`src/hw/rtl/tse_pkg.sv`:
```
// ----------------------------------------------------------------------------
// tse_pkg: shared types and constants of the touch sample to event block
// Register indexes, event codes, datapath widths and the words passed
// between the sequencer core and the top level.
// ----------------------------------------------------------------------------
`default_nettype none

package tse_pkg;

  // Width of every raw converter field and every configuration register.
  localparam int RAW_W = 12;

  // Output field widths.
  localparam int EVENT_W = 3;
  localparam int POINT_W = 16;
  localparam int OHMS_W  = 13;

  // Shared multiplier: 25-bit signed by 13-bit signed.
  localparam int MUL_A_W = 25;
  localparam int MUL_B_W = 13;
  localparam int PROD_W  = MUL_A_W + MUL_B_W;

  // Shared divider: dividend bits, two quotient bits per cycle.
  localparam int DIV_W      = 28;
  localparam int DIV_STEPS  = DIV_W / 2;
  localparam int DIV_CNT_W  = $clog2(DIV_STEPS);

  // Configuration register indexes.
  localparam int CFG_IDX_W = 3;
  localparam logic [CFG_IDX_W-1:0] REG_X_CAL_MIN    = 3'd0;
  localparam logic [CFG_IDX_W-1:0] REG_X_CAL_MAX    = 3'd1;
  localparam logic [CFG_IDX_W-1:0] REG_Y_CAL_MIN    = 3'd2;
  localparam logic [CFG_IDX_W-1:0] REG_Y_CAL_MAX    = 3'd3;
  localparam logic [CFG_IDX_W-1:0] REG_SCREEN_MAX_X = 3'd4;
  localparam logic [CFG_IDX_W-1:0] REG_SCREEN_MAX_Y = 3'd5;
  localparam logic [CFG_IDX_W-1:0] REG_PLATE_OHMS   = 3'd6;
  localparam logic [CFG_IDX_W-1:0] REG_OHMS_LIMIT   = 3'd7;

  // Register reset values.
  localparam logic [RAW_W-1:0] RST_X_CAL_MIN    = 12'd0;
  localparam logic [RAW_W-1:0] RST_X_CAL_MAX    = 12'd4095;
  localparam logic [RAW_W-1:0] RST_Y_CAL_MIN    = 12'd0;
  localparam logic [RAW_W-1:0] RST_Y_CAL_MAX    = 12'd4095;
  localparam logic [RAW_W-1:0] RST_SCREEN_MAX_X = 12'd319;
  localparam logic [RAW_W-1:0] RST_SCREEN_MAX_Y = 12'd239;
  localparam logic [RAW_W-1:0] RST_PLATE_OHMS   = 12'd400;
  localparam logic [RAW_W-1:0] RST_OHMS_LIMIT   = 12'd1000;

  // Event codes.
  localparam logic [EVENT_W-1:0] EV_NONE    = 3'd0;
  localparam logic [EVENT_W-1:0] EV_PRESS   = 3'd1;
  localparam logic [EVENT_W-1:0] EV_MOVE    = 3'd2;
  localparam logic [EVENT_W-1:0] EV_STILL   = 3'd3;
  localparam logic [EVENT_W-1:0] EV_RELEASE = 3'd4;

  // Marker for no touch on a coordinate.
  localparam logic [POINT_W-1:0] NO_POINT = 16'hFFFF;

  typedef struct packed {
    logic [RAW_W-1:0] x_cal_min;
    logic [RAW_W-1:0] x_cal_max;
    logic [RAW_W-1:0] y_cal_min;
    logic [RAW_W-1:0] y_cal_max;
    logic [RAW_W-1:0] screen_max_x;
    logic [RAW_W-1:0] screen_max_y;
    logic [RAW_W-1:0] plate_ohms;
    logic [RAW_W-1:0] touch_ohms_limit;
  } cfg_t;

  typedef struct packed {
    logic [RAW_W-1:0] z1;
    logic [RAW_W-1:0] z2;
    logic [RAW_W-1:0] x;
    logic [RAW_W-1:0] y;
  } sample_t;

  typedef struct packed {
    logic [POINT_W-1:0] px;
    logic [POINT_W-1:0] py;
    logic [OHMS_W-1:0]  ohms;
  } result_t;

endpackage

`default_nettype wire

```
`src/hw/rtl/tse_div.sv`:
```
// ----------------------------------------------------------------------------
// tse_div: shared iterative unsigned divider
// Restoring division of a DIV_W-bit dividend by a 12-bit divisor, two
// quotient bits per cycle. Quotient bits shift into the dividend register.
// ----------------------------------------------------------------------------
`default_nettype none

module tse_div (
  input  wire logic                              clk,
  input  wire logic                              rst,
  input  wire logic                              start,
  input  wire logic [tse_pkg::DIV_W-1:0]         dividend,
  input  wire logic [tse_pkg::RAW_W-1:0]         divisor,
  output logic                                   done,
  output logic [tse_pkg::DIV_W-1:0]              quotient
);

  localparam int DW = tse_pkg::DIV_W;
  localparam int RW = tse_pkg::RAW_W;

  logic [DW-1:0]                 dvd;
  logic [RW-1:0]                 rem;
  logic [RW-1:0]                 dvs;
  logic [tse_pkg::DIV_CNT_W-1:0] cnt;
  logic                          run;
  logic [RW:0]                   step1;
  logic [RW:0]                   step2;

  // One restoring step: returns the quotient bit over the new remainder.
  function automatic logic [RW:0] div_step(input logic [RW-1:0] r, input logic b,
                                           input logic [RW-1:0] d);
    logic [RW+1:0] diff;
    diff = {1'b0, r, b} - {2'b00, d};
    if (!diff[RW+1]) begin
      div_step = {1'b1, diff[RW-1:0]};
    end else begin
      div_step = {1'b0, r[RW-2:0], b};
    end
  endfunction

  // Two dependent steps per cycle.
  always_comb begin
    step1 = div_step(rem, dvd[DW-1], dvs);
    step2 = div_step(step1[RW-1:0], dvd[DW-2], dvs);
  end

  always_ff @(posedge clk) begin
    if (rst) begin
      run  <= 1'b0;
      done <= 1'b0;
      cnt  <= '0;
    end else begin
      done <= 1'b0;
      if (start) begin
        run <= 1'b1;
        cnt <= '0;
      end else if (run) begin
        cnt <= cnt + 1'b1;
        if (cnt == tse_pkg::DIV_CNT_W'(tse_pkg::DIV_STEPS - 1)) begin
          run  <= 1'b0;
          done <= 1'b1;
        end
      end
    end
  end

  // Datapath registers.
  always_ff @(posedge clk) begin
    if (start) begin
      dvd <= dividend;
      dvs <= divisor;
      rem <= '0;
    end else if (run) begin
      dvd <= {dvd[DW-3:0], step1[RW], step2[RW]};
      rem <= step2[RW-1:0];
    end
  end

  assign quotient = dvd;

endmodule

`default_nettype wire

```
`src/hw/rtl/tse_core.sv`:
```
// ----------------------------------------------------------------------------
// tse_core: sequencer and shared datapath for one touch sample
// Computes touch resistance and both mapped screen coordinates with one
// shared multiplier and one shared divider, then holds the result word
// until the top level takes it.
// ----------------------------------------------------------------------------
`default_nettype none

module tse_core #(
  parameter int ADC_BITS = 12
) (
  input  wire logic             clk,
  input  wire logic             rst,
  input  wire logic             start,
  input  wire tse_pkg::sample_t sample,
  input  wire tse_pkg::cfg_t    cfg,
  output logic                  idle,
  output logic                  res_valid,
  input  wire logic             res_take,
  output tse_pkg::result_t      res
);

  localparam int RW  = tse_pkg::RAW_W;
  localparam int PW  = tse_pkg::PROD_W;
  localparam int DW  = tse_pkg::DIV_W;
  localparam int PTW = tse_pkg::POINT_W;
  localparam int OW  = tse_pkg::OHMS_W;

  // Converter bits actually used from each field.
  localparam int USE_W = (ADC_BITS < RW) ? ADC_BITS : RW;
  localparam logic [RW-1:0] RAW_MASK = {RW{1'b1}} >> (RW - USE_W);

  // Sequencer states.
  localparam logic [3:0] ST_IDLE     = 4'd0;
  localparam logic [3:0] ST_MUL_PX   = 4'd1;
  localparam logic [3:0] ST_MUL_NUM  = 4'd2;
  localparam logic [3:0] ST_DIV_OHM  = 4'd3;
  localparam logic [3:0] ST_WAIT_OHM = 4'd4;
  localparam logic [3:0] ST_MUL_X    = 4'd5;
  localparam logic [3:0] ST_DIV_X    = 4'd6;
  localparam logic [3:0] ST_WAIT_X   = 4'd7;
  localparam logic [3:0] ST_MUL_Y    = 4'd8;
  localparam logic [3:0] ST_DIV_Y    = 4'd9;
  localparam logic [3:0] ST_WAIT_Y   = 4'd10;
  localparam logic [3:0] ST_DONE     = 4'd11;

  logic [3:0]     state;
  logic [3:0]     state_next;

  tse_pkg::sample_t smp;
  logic           pen_down;

  logic signed [tse_pkg::MUL_A_W-1:0] mul_a;
  logic signed [tse_pkg::MUL_B_W-1:0] mul_b;
  logic signed [PW-1:0]               mul_p;
  logic signed [PW-1:0]               prod;
  logic [PW-1:0]                      prod_mag;
  logic [PW-1:0]                      prod_shr;

  logic           axis_y;
  logic [RW-1:0]  ax_raw;
  logic [RW-1:0]  ax_min;
  logic [RW-1:0]  ax_max;
  logic [RW-1:0]  ax_smax;
  logic [RW:0]    span;
  logic [RW-1:0]  span_mag;
  logic [RW:0]    offs;

  logic           div_start;
  logic [DW-1:0]  div_dividend;
  logic [RW-1:0]  div_divisor;
  logic           div_done;
  logic [DW-1:0]  div_quot;
  logic           div_neg;
  logic           axis_ok;

  logic [PTW-1:0] q_signed;
  logic [PTW-1:0] map_val;
  logic           map_ok;

  logic           ohm_ok;
  logic [OW-1:0]  ohm_val;
  logic [PTW-1:0] res_x;
  logic [PTW-1:0] res_y;
  logic           ok_x;
  logic           ok_y;
  logic           point_ok;

  // Axis selection shared by both coordinate passes.
  always_comb begin
    axis_y  = (state == ST_MUL_Y) || (state == ST_DIV_Y) || (state == ST_WAIT_Y);
    ax_raw  = axis_y ? smp.y : smp.x;
    ax_min  = axis_y ? cfg.y_cal_min : cfg.x_cal_min;
    ax_max  = axis_y ? cfg.y_cal_max : cfg.x_cal_max;
    ax_smax = axis_y ? cfg.screen_max_y : cfg.screen_max_x;
    span    = {1'b0, ax_max} - {1'b0, ax_min};
    span_mag = span[RW] ? RW'(-span) : span[RW-1:0];
    offs    = {1'b0, ax_raw} - {1'b0, ax_min};
  end

  // Shared multiplier operand selection.
  always_comb begin
    case (state)
      ST_MUL_PX: begin
        mul_a = tse_pkg::MUL_A_W'({1'b0, cfg.plate_ohms});
        mul_b = tse_pkg::MUL_B_W'({1'b0, smp.x});
      end
      ST_MUL_NUM: begin
        mul_a = prod[tse_pkg::MUL_A_W-1:0];
        mul_b = {1'b0, smp.z2} - {1'b0, smp.z1};
      end
      default: begin
        mul_a = tse_pkg::MUL_A_W'({1'b0, ax_smax});
        mul_b = offs;
      end
    endcase
  end

  assign mul_p = PW'(mul_a) * PW'(mul_b);

  // Magnitude of the product, and the resistance dividend with the
  // converter full scale already divided out.
  always_comb begin
    prod_mag = prod[PW-1] ? PW'(-prod) : PW'(prod);
    prod_shr = prod_mag >> ADC_BITS;
  end

  // Divider launch.
  always_comb begin
    div_start    = 1'b0;
    div_dividend = prod_mag[DW-1:0];
    div_divisor  = span_mag;
    case (state)
      ST_DIV_OHM: begin
        div_start    = 1'b1;
        div_dividend = prod_shr[DW-1:0];
        div_divisor  = smp.z1;
      end
      ST_DIV_X, ST_DIV_Y: begin
        div_start = 1'b1;
      end
      default: begin
        div_start = 1'b0;
      end
    endcase
  end

  tse_div u_div (
    .clk      (clk),
    .rst      (rst),
    .start    (div_start),
    .dividend (div_dividend),
    .divisor  (div_divisor),
    .done     (div_done),
    .quotient (div_quot)
  );

  // Coordinate map: max minus the signed quotient, wrapped to 16 bits.
  always_comb begin
    q_signed = div_neg ? PTW'(-div_quot[PTW-1:0]) : div_quot[PTW-1:0];
    map_val  = PTW'({1'b0, ax_smax}) - q_signed;
    map_ok   = axis_ok && (map_val != tse_pkg::NO_POINT);
  end

  // Next state.
  always_comb begin
    state_next = state;
    case (state)
      ST_IDLE:     if (start) state_next = ST_MUL_PX;
      ST_MUL_PX:   state_next = ST_MUL_NUM;
      ST_MUL_NUM:  state_next = ST_DIV_OHM;
      ST_DIV_OHM:  state_next = ST_WAIT_OHM;
      ST_WAIT_OHM: if (div_done) state_next = ST_MUL_X;
      ST_MUL_X:    state_next = ST_DIV_X;
      ST_DIV_X:    state_next = ST_WAIT_X;
      ST_WAIT_X:   if (div_done) state_next = ST_MUL_Y;
      ST_MUL_Y:    state_next = ST_DIV_Y;
      ST_DIV_Y:    state_next = ST_WAIT_Y;
      ST_WAIT_Y:   if (div_done) state_next = ST_DONE;
      ST_DONE:     if (res_take) state_next = ST_IDLE;
      default:     state_next = ST_IDLE;
    endcase
  end

  always_ff @(posedge clk) begin
    if (rst) begin
      state <= ST_IDLE;
    end else begin
      state <= state_next;
    end
  end

  // Datapath registers.
  always_ff @(posedge clk) begin
    case (state)
      ST_IDLE: begin
        if (start) begin
          smp.z1   <= sample.z1 & RAW_MASK;
          smp.z2   <= sample.z2 & RAW_MASK;
          smp.x    <= sample.x & RAW_MASK;
          smp.y    <= sample.y & RAW_MASK;
          pen_down <= (sample.z1 & RAW_MASK) != '0;
        end
      end
      ST_MUL_PX, ST_MUL_NUM, ST_MUL_X, ST_MUL_Y: begin
        prod <= mul_p;
      end
      ST_DIV_OHM: begin
        div_neg <= prod[PW-1];
      end
      ST_DIV_X, ST_DIV_Y: begin
        div_neg <= prod[PW-1] ^ span[RW];
        axis_ok <= span != '0;
      end
      ST_WAIT_OHM: begin
        if (div_done) begin
          if (!pen_down) begin
            ohm_ok  <= 1'b0;
            ohm_val <= '1;
          end else if (div_neg) begin
            ohm_ok  <= 1'b1;
            ohm_val <= OW'(-div_quot[OW-1:0]);
          end else if (div_quot < DW'(cfg.touch_ohms_limit)) begin
            ohm_ok  <= 1'b1;
            ohm_val <= div_quot[OW-1:0];
          end else begin
            ohm_ok  <= 1'b0;
            ohm_val <= '1;
          end
        end
      end
      ST_WAIT_X: begin
        if (div_done) begin
          res_x <= map_val;
          ok_x  <= map_ok;
        end
      end
      ST_WAIT_Y: begin
        if (div_done) begin
          res_y <= map_val;
          ok_y  <= map_ok;
        end
      end
      default: begin
      end
    endcase
  end

  // Result word: a point only when the sample and both axes are good.
  always_comb begin
    point_ok  = ohm_ok && ok_x && ok_y;
    res.px    = point_ok ? res_x : tse_pkg::NO_POINT;
    res.py    = point_ok ? res_y : tse_pkg::NO_POINT;
    res.ohms  = ohm_val;
    res_valid = (state == ST_DONE);
    idle      = (state == ST_IDLE);
  end

endmodule

`default_nettype wire

```
`src/hw/rtl/touch_sample_to_event_top.sv`:
```
// ----------------------------------------------------------------------------
// touch_sample_to_event_top: resistive touch sample to touch event
// Configuration registers, handshakes, previous-point tracking and the
// output register around the sequenced arithmetic core.
// ----------------------------------------------------------------------------
// One raw sample (z1, z2, x, y) in gives one event word out. Multiplies in
// the states ST_MUL_PX and ST_MUL_NUM form the resistance numerator. The
// shared divider, which retires two quotient bits per cycle, then runs
// three divisions (touch resistance, then x, then y), each a launch,
// DIV_STEPS iterations and a finish. A multiply comes before each
// coordinate division. in_ready is high only while the core is idle; a
// finished word waits in the core until the output register can take it,
// so the next sample is taken once the word has moved there and the core
// has stepped back to idle. Configuration writes apply at once and must be
// made while no sample is in flight.
`default_nettype none

module touch_sample_to_event_top #(
  parameter int ADC_BITS = 12
) (
  input  wire logic                                clk,
  input  wire logic                                rst,
  // Sample channel.
  input  wire logic                                in_valid,
  output logic                                     in_ready,
  input  wire logic [tse_pkg::RAW_W-1:0]           z1_raw,
  input  wire logic [tse_pkg::RAW_W-1:0]           z2_raw,
  input  wire logic [tse_pkg::RAW_W-1:0]           x_raw,
  input  wire logic [tse_pkg::RAW_W-1:0]           y_raw,
  // Event channel.
  output logic                                     out_valid,
  input  wire logic                                out_ready,
  output logic [tse_pkg::EVENT_W-1:0]              touch_event,
  output logic signed [tse_pkg::POINT_W-1:0]       point_x,
  output logic signed [tse_pkg::POINT_W-1:0]       point_y,
  output logic signed [tse_pkg::OHMS_W-1:0]        touch_ohms,
  // Configuration write port.
  input  wire logic                                cfg_we,
  input  wire logic [tse_pkg::CFG_IDX_W-1:0]       cfg_index,
  input  wire logic [tse_pkg::RAW_W-1:0]           cfg_data
);

  localparam int PTW = tse_pkg::POINT_W;

  tse_pkg::cfg_t    cfg;
  tse_pkg::sample_t sample;
  tse_pkg::result_t res;
  logic             core_idle;
  logic             res_valid;
  logic             res_take;
  logic             start;

  logic [PTW-1:0]   last_x;
  logic [PTW-1:0]   last_y;
  logic [tse_pkg::EVENT_W-1:0] ev_next;
  logic [PTW-1:0]   px_next;
  logic [PTW-1:0]   py_next;
  logic             upd_last;

  // Configuration registers.
  always_ff @(posedge clk) begin
    if (rst) begin
      cfg.x_cal_min        <= tse_pkg::RST_X_CAL_MIN;
      cfg.x_cal_max        <= tse_pkg::RST_X_CAL_MAX;
      cfg.y_cal_min        <= tse_pkg::RST_Y_CAL_MIN;
      cfg.y_cal_max        <= tse_pkg::RST_Y_CAL_MAX;
      cfg.screen_max_x     <= tse_pkg::RST_SCREEN_MAX_X;
      cfg.screen_max_y     <= tse_pkg::RST_SCREEN_MAX_Y;
      cfg.plate_ohms       <= tse_pkg::RST_PLATE_OHMS;
      cfg.touch_ohms_limit <= tse_pkg::RST_OHMS_LIMIT;
    end else if (cfg_we) begin
      case (cfg_index)
        tse_pkg::REG_X_CAL_MIN:    cfg.x_cal_min        <= cfg_data;
        tse_pkg::REG_X_CAL_MAX:    cfg.x_cal_max        <= cfg_data;
        tse_pkg::REG_Y_CAL_MIN:    cfg.y_cal_min        <= cfg_data;
        tse_pkg::REG_Y_CAL_MAX:    cfg.y_cal_max        <= cfg_data;
        tse_pkg::REG_SCREEN_MAX_X: cfg.screen_max_x     <= cfg_data;
        tse_pkg::REG_SCREEN_MAX_Y: cfg.screen_max_y     <= cfg_data;
        tse_pkg::REG_PLATE_OHMS:   cfg.plate_ohms       <= cfg_data;
        tse_pkg::REG_OHMS_LIMIT:   cfg.touch_ohms_limit <= cfg_data;
        default: begin
        end
      endcase
    end
  end

  // Sample handshake.
  assign in_ready  = core_idle;
  assign start     = in_valid && in_ready;
  assign sample.z1 = z1_raw;
  assign sample.z2 = z2_raw;
  assign sample.x  = x_raw;
  assign sample.y  = y_raw;

  tse_core #(
    .ADC_BITS (ADC_BITS)
  ) u_core (
    .clk       (clk),
    .rst       (rst),
    .start     (start),
    .sample    (sample),
    .cfg       (cfg),
    .idle      (core_idle),
    .res_valid (res_valid),
    .res_take  (res_take),
    .res       (res)
  );

  // The core word moves on when the output register is free or emptying.
  assign res_take = res_valid && (!out_valid || out_ready);

  // Event classification against the previous point.
  always_comb begin
    px_next  = res.px;
    py_next  = res.py;
    upd_last = 1'b1;
    if ((last_x == res.px) && (last_y == res.py)) begin
      ev_next  = tse_pkg::EV_STILL;
      upd_last = 1'b0;
    end else if ((last_x != tse_pkg::NO_POINT) || (last_y != tse_pkg::NO_POINT)) begin
      if (res.px != tse_pkg::NO_POINT) begin
        ev_next = tse_pkg::EV_MOVE;
      end else begin
        ev_next = tse_pkg::EV_RELEASE;
        px_next = last_x;
        py_next = last_y;
      end
    end else begin
      ev_next = (res.px != tse_pkg::NO_POINT) ? tse_pkg::EV_PRESS : tse_pkg::EV_NONE;
    end
  end

  // Previous point.
  always_ff @(posedge clk) begin
    if (rst) begin
      last_x <= tse_pkg::NO_POINT;
      last_y <= tse_pkg::NO_POINT;
    end else if (res_take && upd_last) begin
      last_x <= res.px;
      last_y <= res.py;
    end
  end

  // Output register.
  always_ff @(posedge clk) begin
    if (rst) begin
      out_valid <= 1'b0;
    end else if (res_take) begin
      out_valid <= 1'b1;
    end else if (out_ready) begin
      out_valid <= 1'b0;
    end
  end

  always_ff @(posedge clk) begin
    if (res_take) begin
      touch_event <= ev_next;
      point_x     <= $signed(px_next);
      point_y     <= $signed(py_next);
      touch_ohms  <= $signed(res.ohms);
    end
  end

endmodule

`default_nettype wire
```
`config.mk`:
```
export PLATFORM = sky130hd
export DESIGN_NAME = touch_sample_to_event_top
export DESIGN_NICKNAME = d
export VERILOG_FILES = /design/src/hw/rtl/tse_pkg.sv /design/src/hw/rtl/tse_div.sv /design/src/hw/rtl/tse_core.sv /design/src/hw/rtl/touch_sample_to_event_top.sv
export SDC_FILE = /design/constraint.sdc
export NUM_CORES = 2
export LEC_CHECK = 0
export ABC_AREA = 1
export BUFFER_PORTS_ARGS = -buffer_cell sky130_fd_sc_hd__buf_2
export CAP_MARGIN = 20
export CORE_ASPECT_RATIO = 1.5
export CORE_MARGIN = 2
export CORE_UTILIZATION = 52
export CTS_CLUSTER_DIAMETER = 150
export CTS_CLUSTER_SIZE = 24
export DETAILED_ROUTE_END_ITERATION = 8
export GPL_ROUTABILITY_DRIVEN = 0
export PLACE_DENSITY = 0.67
export SETUP_SLACK_MARGIN = 0.15
export SLEW_MARGIN = 5
export SYNTH_ARGS = -nofsm -noshare
export SYNTH_HDL_FRONTEND = slang
export SYNTH_SLANG_ARGS = --single-unit
export TNS_END_PERCENT = 50
```
`constraint.sdc`:
```
create_clock -name clk -period 16.5 [get_ports clk]
set_input_delay 0 -clock clk [delete_from_list [all_inputs] [get_ports clk]]
set_output_delay 0 -clock clk [all_outputs]
set_load 0.005 [all_outputs]
```
* After elaboration in Yosys (flattened, before gate mapping)
Cells that the tools add are included.
** Word-level totals
- Word-level logic and storage cells :: 163
- Bits in registers :: 376
** Operators by class
- Reduce and logical (&&, ||, !) cells :: 37
- Bitwise gates (word level) :: 2
- Mux-type cells :: 45
- Eq/ne operators :: 30
- Add/sub/neg operators :: 11
- Magnitude comparators :: 1
- Multiply operators :: 1
** Operators by type and width (number)
- two-way mux 16 bit :: 9
- two-way mux 28 bit :: 3
- two-way mux 12 bit :: 6
- inequality test 16 bit, second input constant :: 4
- two-way mux 13 bit :: 4
- case mux 25 bit (2 select lines) :: 1
- case mux 4 bit (12 select lines) :: 1
- subtractor 12 x 12 -> 13 bit :: 3
- multiplier 25 x 13 -> 38 bit :: 1
- two-way mux 38 bit :: 1
- negation 38 bit :: 1
- == test 16 bit :: 2
- less-than comparator 28 x 12 -> 1 bit :: 1
- subtractor 13 x 12 -> 14 bit :: 2
- case mux 13 bit (2 select lines) :: 1
- AND reduction 2 bit :: 12
- == test 4 bit, second input constant :: 5
- two-way mux 4 bit :: 5
- == test 4 x 3 -> 1 bit, second input constant :: 4
- negation 16 bit :: 1
- subtractor 12 x 16 -> 16 bit :: 1
- negation 13 bit :: 1
- nonzero test 13 bit :: 1
- == test 3 bit, second input constant :: 4
- other kinds (24) :: 53

* Depth between registers and ports, before layout
- Word-level depth :: 8
- Gate-level depth with buffers :: 45
- Gate-level depth less buffers :: 41

* Hierarchy
From an unflattened synthesis, not the netlist that was laid out.
** Second synthesis, totals
- Cell total of the unflattened synthesis :: 4122
- Area, all modules :: 33159.3 µm²
** Modules (own cells, without submodules)
- tse_core :: area an instance 21964.8 µm², cells an instance 2710, instances 1
- touch_sample_to_event_top :: area an instance 7305.8 µm², cells an instance 904, instances 1
- tse_div :: area an instance 3888.7 µm², cells an instance 508, instances 1

* Worst setup path before layout
OpenSTA, ideal clock, no wires.
- Path type :: register to register
- Start :: register u_core.state[1]
- End :: register u_core.prod[37] (data pin)
- Path buffers :: 4
- Period minus slack after synthesis :: 7.834 ns
- Setup slack :: 8.666 ns
- Cell stages (with the launch flop) :: 42
- Required time :: 16.239 ns
- Data arrival time :: 7.573 ns
- Path through :: dfxtp_1 -> nand2_1 -> inv_1 -> nor2_2 -> inv_2 -> buf_2 -> buf_2 -> buf_1 -> nand2_1 -> nand2_1 -> ha_1 -> inv_1 -> fa_1 -> nand3_1 -> nand3_1 -> nand2_1 -> o211ai_1 -> xnor2_1 -> [... 6 more ...] -> fa_1 -> inv_1 -> fa_1 -> fa_1 -> fa_1 -> inv_1 -> fa_1 -> inv_1 -> ha_1 -> nand2_1 -> nand2_1 -> a21oi_1 -> o21ai_0 -> a21oi_1 -> o21ai_0 -> nand4_1 -> nand2_1 -> xor2_1
** Between the ends
- Word-level cells in the longest chain between the ends :: 7
- Elaborated cells on any way between the ends :: 14
** RTL lines
- start: declaration :: RTL line tse_core.sv:47 : logic [3:0] state;
- start signal: assignment :: RTL line tse_core.sv:189 : state <= state_next;
- == test 4 bit :: RTL line tse_core.sv:91 : axis_y = (state == ST_MUL_Y) || (state == ST_DIV_Y) || (state == ST_WAIT_Y);
- logical OR 1 bit (2 in a row) :: RTL line tse_core.sv:91
- two-way mux 12 bit (on tied branches) :: RTL line tse_core.sv:92, tse_core.sv:93
- subtractor 12 x 12 -> 13 bit :: RTL line tse_core.sv:98 : offs = {1'b0, ax_raw} - {1'b0, ax_min};
- case mux 13 bit (2 select lines) :: RTL line tse_core.sv:103 : case (state)
- multiplier 25 x 13 -> 38 bit * :: RTL line tse_core.sv:119 : assign mul_p = PW'(mul_a) * PW'(mul_b);
- named net u_core.mul_p[37] :: RTL line tse_core.sv:55 : logic signed [PW-1:0] mul_p;
- end signal: assignment :: RTL line tse_core.sv:206 : prod <= mul_p;
- end: declaration :: RTL line tse_core.sv:56 : logic signed [PW-1:0] prod;
Mark *: on every way through the listed nets, which the timed path passes. The rest lies on a longest branch.
A chain may end at the register's enable or synchronous reset.

* Worst setup path in the final report
- Start :: register u_core.state[3]
- End :: register u_core.prod[37] (data pin)
Same word-level chain as after synthesis.

==> results.md <==
* Minimum clock period after layout at 9.817 ns
* Maxcap violations at 0
* Area Growth Syn to Fin at 7.322%
* Async S/R FF share, synth at 0
* Hold Crit Class: in2reg
* CTS buffer count at 19
* Synth area leader: edfxtp_1
* Final Hold Viols at 0
* GRT overflow at 0
* Die area at 0.06452 mm²
* Share of layout cells above drive strength 1 at 0.06414
* Post-Syn Area per Cell at 8.037 µm²
* Synth cell count leaders: nand2_1 (931), inv_1 (611), nor2_1 (421)
* Drt wl/cell at 19.46 µm
* Setup TNS at 0 ns
* CP peak stage delay at 0.72 ns
* Multi-input gate area at 0.01975 mm²
* Slew Limit Fails at 0
* Crit. End Element: flop
* Post-route ant nets at 0
* Post-synthesis register bit count at 376
* Syn Nets at 4,589
* Final Core Density at 0.5628
* Gr usage total at 0.2990
* EDFF count, synth at 225
* First-pass detailed-route iteration total at 6
* Antenna violations before repair at 1
* Mapped cell area at 0.03248 mm²
* I/O Buffers at 117
* Max clock buf depth at 3
* Nets at 4,681
* # IOs at 118
* Worst-path maximum fanout at 48
* Vias at 27,350
* Worst EP arrival at 10.10 ns
* Nature of the critical path startpoint: flop
* Final WL at 96.27 mm
* Clk_skew at 0.03278 ns
* CTS tree: yes
* CP Class: reg2reg
* Final HPWL DP at 76.43 mm
* CORE AREA at 0.06194 mm²
* Clock-pin slew on the worst setup and hold paths at 0.10 ns
* Largest net degree at the start of global routing at 113
* Initial Utilization at 0.5244
* # rows at 112
* Fmax at 101.9 MHz
* Slew @ Worst Pin at 1.097 ns
* Crit share post-route at 0.5950
* Synth Instances at 4,042
* Unique masters post-synth at 56
* Status: completed
* Slew headroom at 0.2689
* Clk Latency, worst-skew pair at 0.56 ns
* Post_cts resized at 0
* Slowest CP cell: nand2_1
* Ys Warns at 0
* Root Driver: clkbuf_16
* Number of global-route vias before repair at 27,600
* RSZ-0062 raised after global routing: no
* Via/cell ratio at 5.529
* Ranking of synthesized cells by area: edfxtp_1 (21%), fa_1 (18%), nand2_1 (11%), dfxtp_1 (9.3%), inv_1 (7.1%)
* Post-synth top flop: edfxtp_1
* Drt drc at 0
* Synth top area share at 0.2080
* CTS sink count at 376
* Filler cells at 5,857
* Most common cell in the netlist: nand2_1
* Seq. cell area at 0.009779 mm²
* Initial drt markers at 2,161
* DIE HEIGHT at 310.1 µm
* Die width at 208.1 µm
* H-tree depth at 1
* First-pass GRT wire length at 149.7 mm
* CP Data Required Time at 16.79 ns
* Register area share after synthesis at 0.3011
* Setup-failing EPs final at 0
-- per-stage QoR --
stage               instance area (µm²)  hold slack [ns]  setup slack, ns  instances
floorplan                         32480          0.09887            8.666       4042
finish                            34860          0.06558            6.683       4946
global route                      34860          0.08945            5.987       4945
CTS                               34840          0.06590            6.751       4944
global placement                  33680           0.1792            6.974       4848
detailed placement                33680           0.1784            6.789       4848
-- worst paths after layout --
| check | start | end | slack, ns | cells past startpoint |
|---|---|---|---|---|
| setup / recovery | u_core.state[3] | u_core.prod[37] | 6.68 | 39 |
| hold / removal | cfg_index[1] | cfg[48] | 0.07 | 5 |
| setup reg to reg | u_core.state[3] | u_core.prod[37] | 6.68 | 39 |
| hold reg to reg | u_core.ohm_val[5] | touch_ohms[5] | 0.43 | 0 |
-- cell type report --
type	instances	share of cell area
tap	798	0.02864
antenna	1	0.00007178
clock buffer	32	0.01504
clock inverter	2	0.0005025
multi-input combinational	2897	0.5665
inverter	636	0.06851
sequential	376	0.2805
timing repair buffer	204	0.04020
-- critical path, delay by kind of cell, from the launching register on --
| family | cells | cell delay (ns) |
|---|---|---|
| adder cells (fa/ha/maj) | 9 | 3.98 |
| AND/OR/NAND/NOR | 12 | 1.89 |
| buffers and inverters | 9 | 1.51 |
| AO/OA/AOI/OAI | 7 | 1.50 |
| flip-flops | 1 | 0.40 |
| XOR/XNOR | 2 | 0.23 |
-- state kept, by name (all words and copies together) (netlist names), 13 cells and up --
signal and flops:
point_x 16, u_core.u_div.quotient 28, u_core.smp 48, u_core.res_y 16
u_core.prod 38, point_y 16, cfg 96, u_core.res_x 16
last_y 16, touch_ohms 13, last_x 16, u_core.ohm_val 13
-- cell families after synthesis --
| group | synth area share |
|---|---|
| fa+ha+maj | 0.2538 |
| flops | 0.3011 |
| xor+xnor | 0.03613 |
| buf+inv | 0.09206 |
| compound gates | 0.08197 |
| simple gates | 0.2284 |
| mux | 0.006510 |
-- cells in the final DEF (no fill, tap or decap), types with 3 or more instances in the layout --
master,synthesis,routed
nand2_2,5,5
buf_4,2,24
dlygate4sd3_1,0,62
fa_1,300,300
o21bai_1,14,14
nor2_2,15,15
nor2_1,421,420
nor2_4,3,4
inv_2,23,23
mux2i_1,11,11
o31ai_1,3,3
xnor2_1,31,31
nor3_1,38,37
nand4_1,51,51
o22ai_1,5,5
nand2_1,931,931
or2_2,36,36
buf_2,56,117
clkbuf_1,64,13
a21oi_1,161,161
a21boi_0,5,5
clkbuf_16,0,19
a21o_1,10,10
ha_1,179,179
o21ai_1,15,15
mux2_2,9,9
inv_1,611,611
o211ai_1,18,18
nand3b_1,6,6
a31oi_1,21,21
a211oi_1,3,3
nand3_1,231,231
nor4_1,16,16
dfxtp_1,151,151
o21a_1,3,3
o21ai_0,224,224
xor2_1,103,103
or2_1,7,7
edfxtp_1,225,225
-- routing by layer --
metal | GRT usage | vias up | share of wire
li1 | - | 13030 | -
met2 | 0.5597 | 951 | 0.52
met4 | 0.2370 | 0 | 0.091
met3 | 0.02705 | 388 | 0.041
met5 | 0 | - | 0
met1 | 0.3054 | 12980 | 0.35
-- repair_timing --
item / CTS / global route
endpoints found under the hold margin: 149 / 0
hold buffers: 62 / 0
setup buffers: 0 / 0
endpoints found under the setup margin: 0 / 0
Power is not shown: default switching activity piles up to over one toggle a cycle in this logic, so the estimate is an artifact.
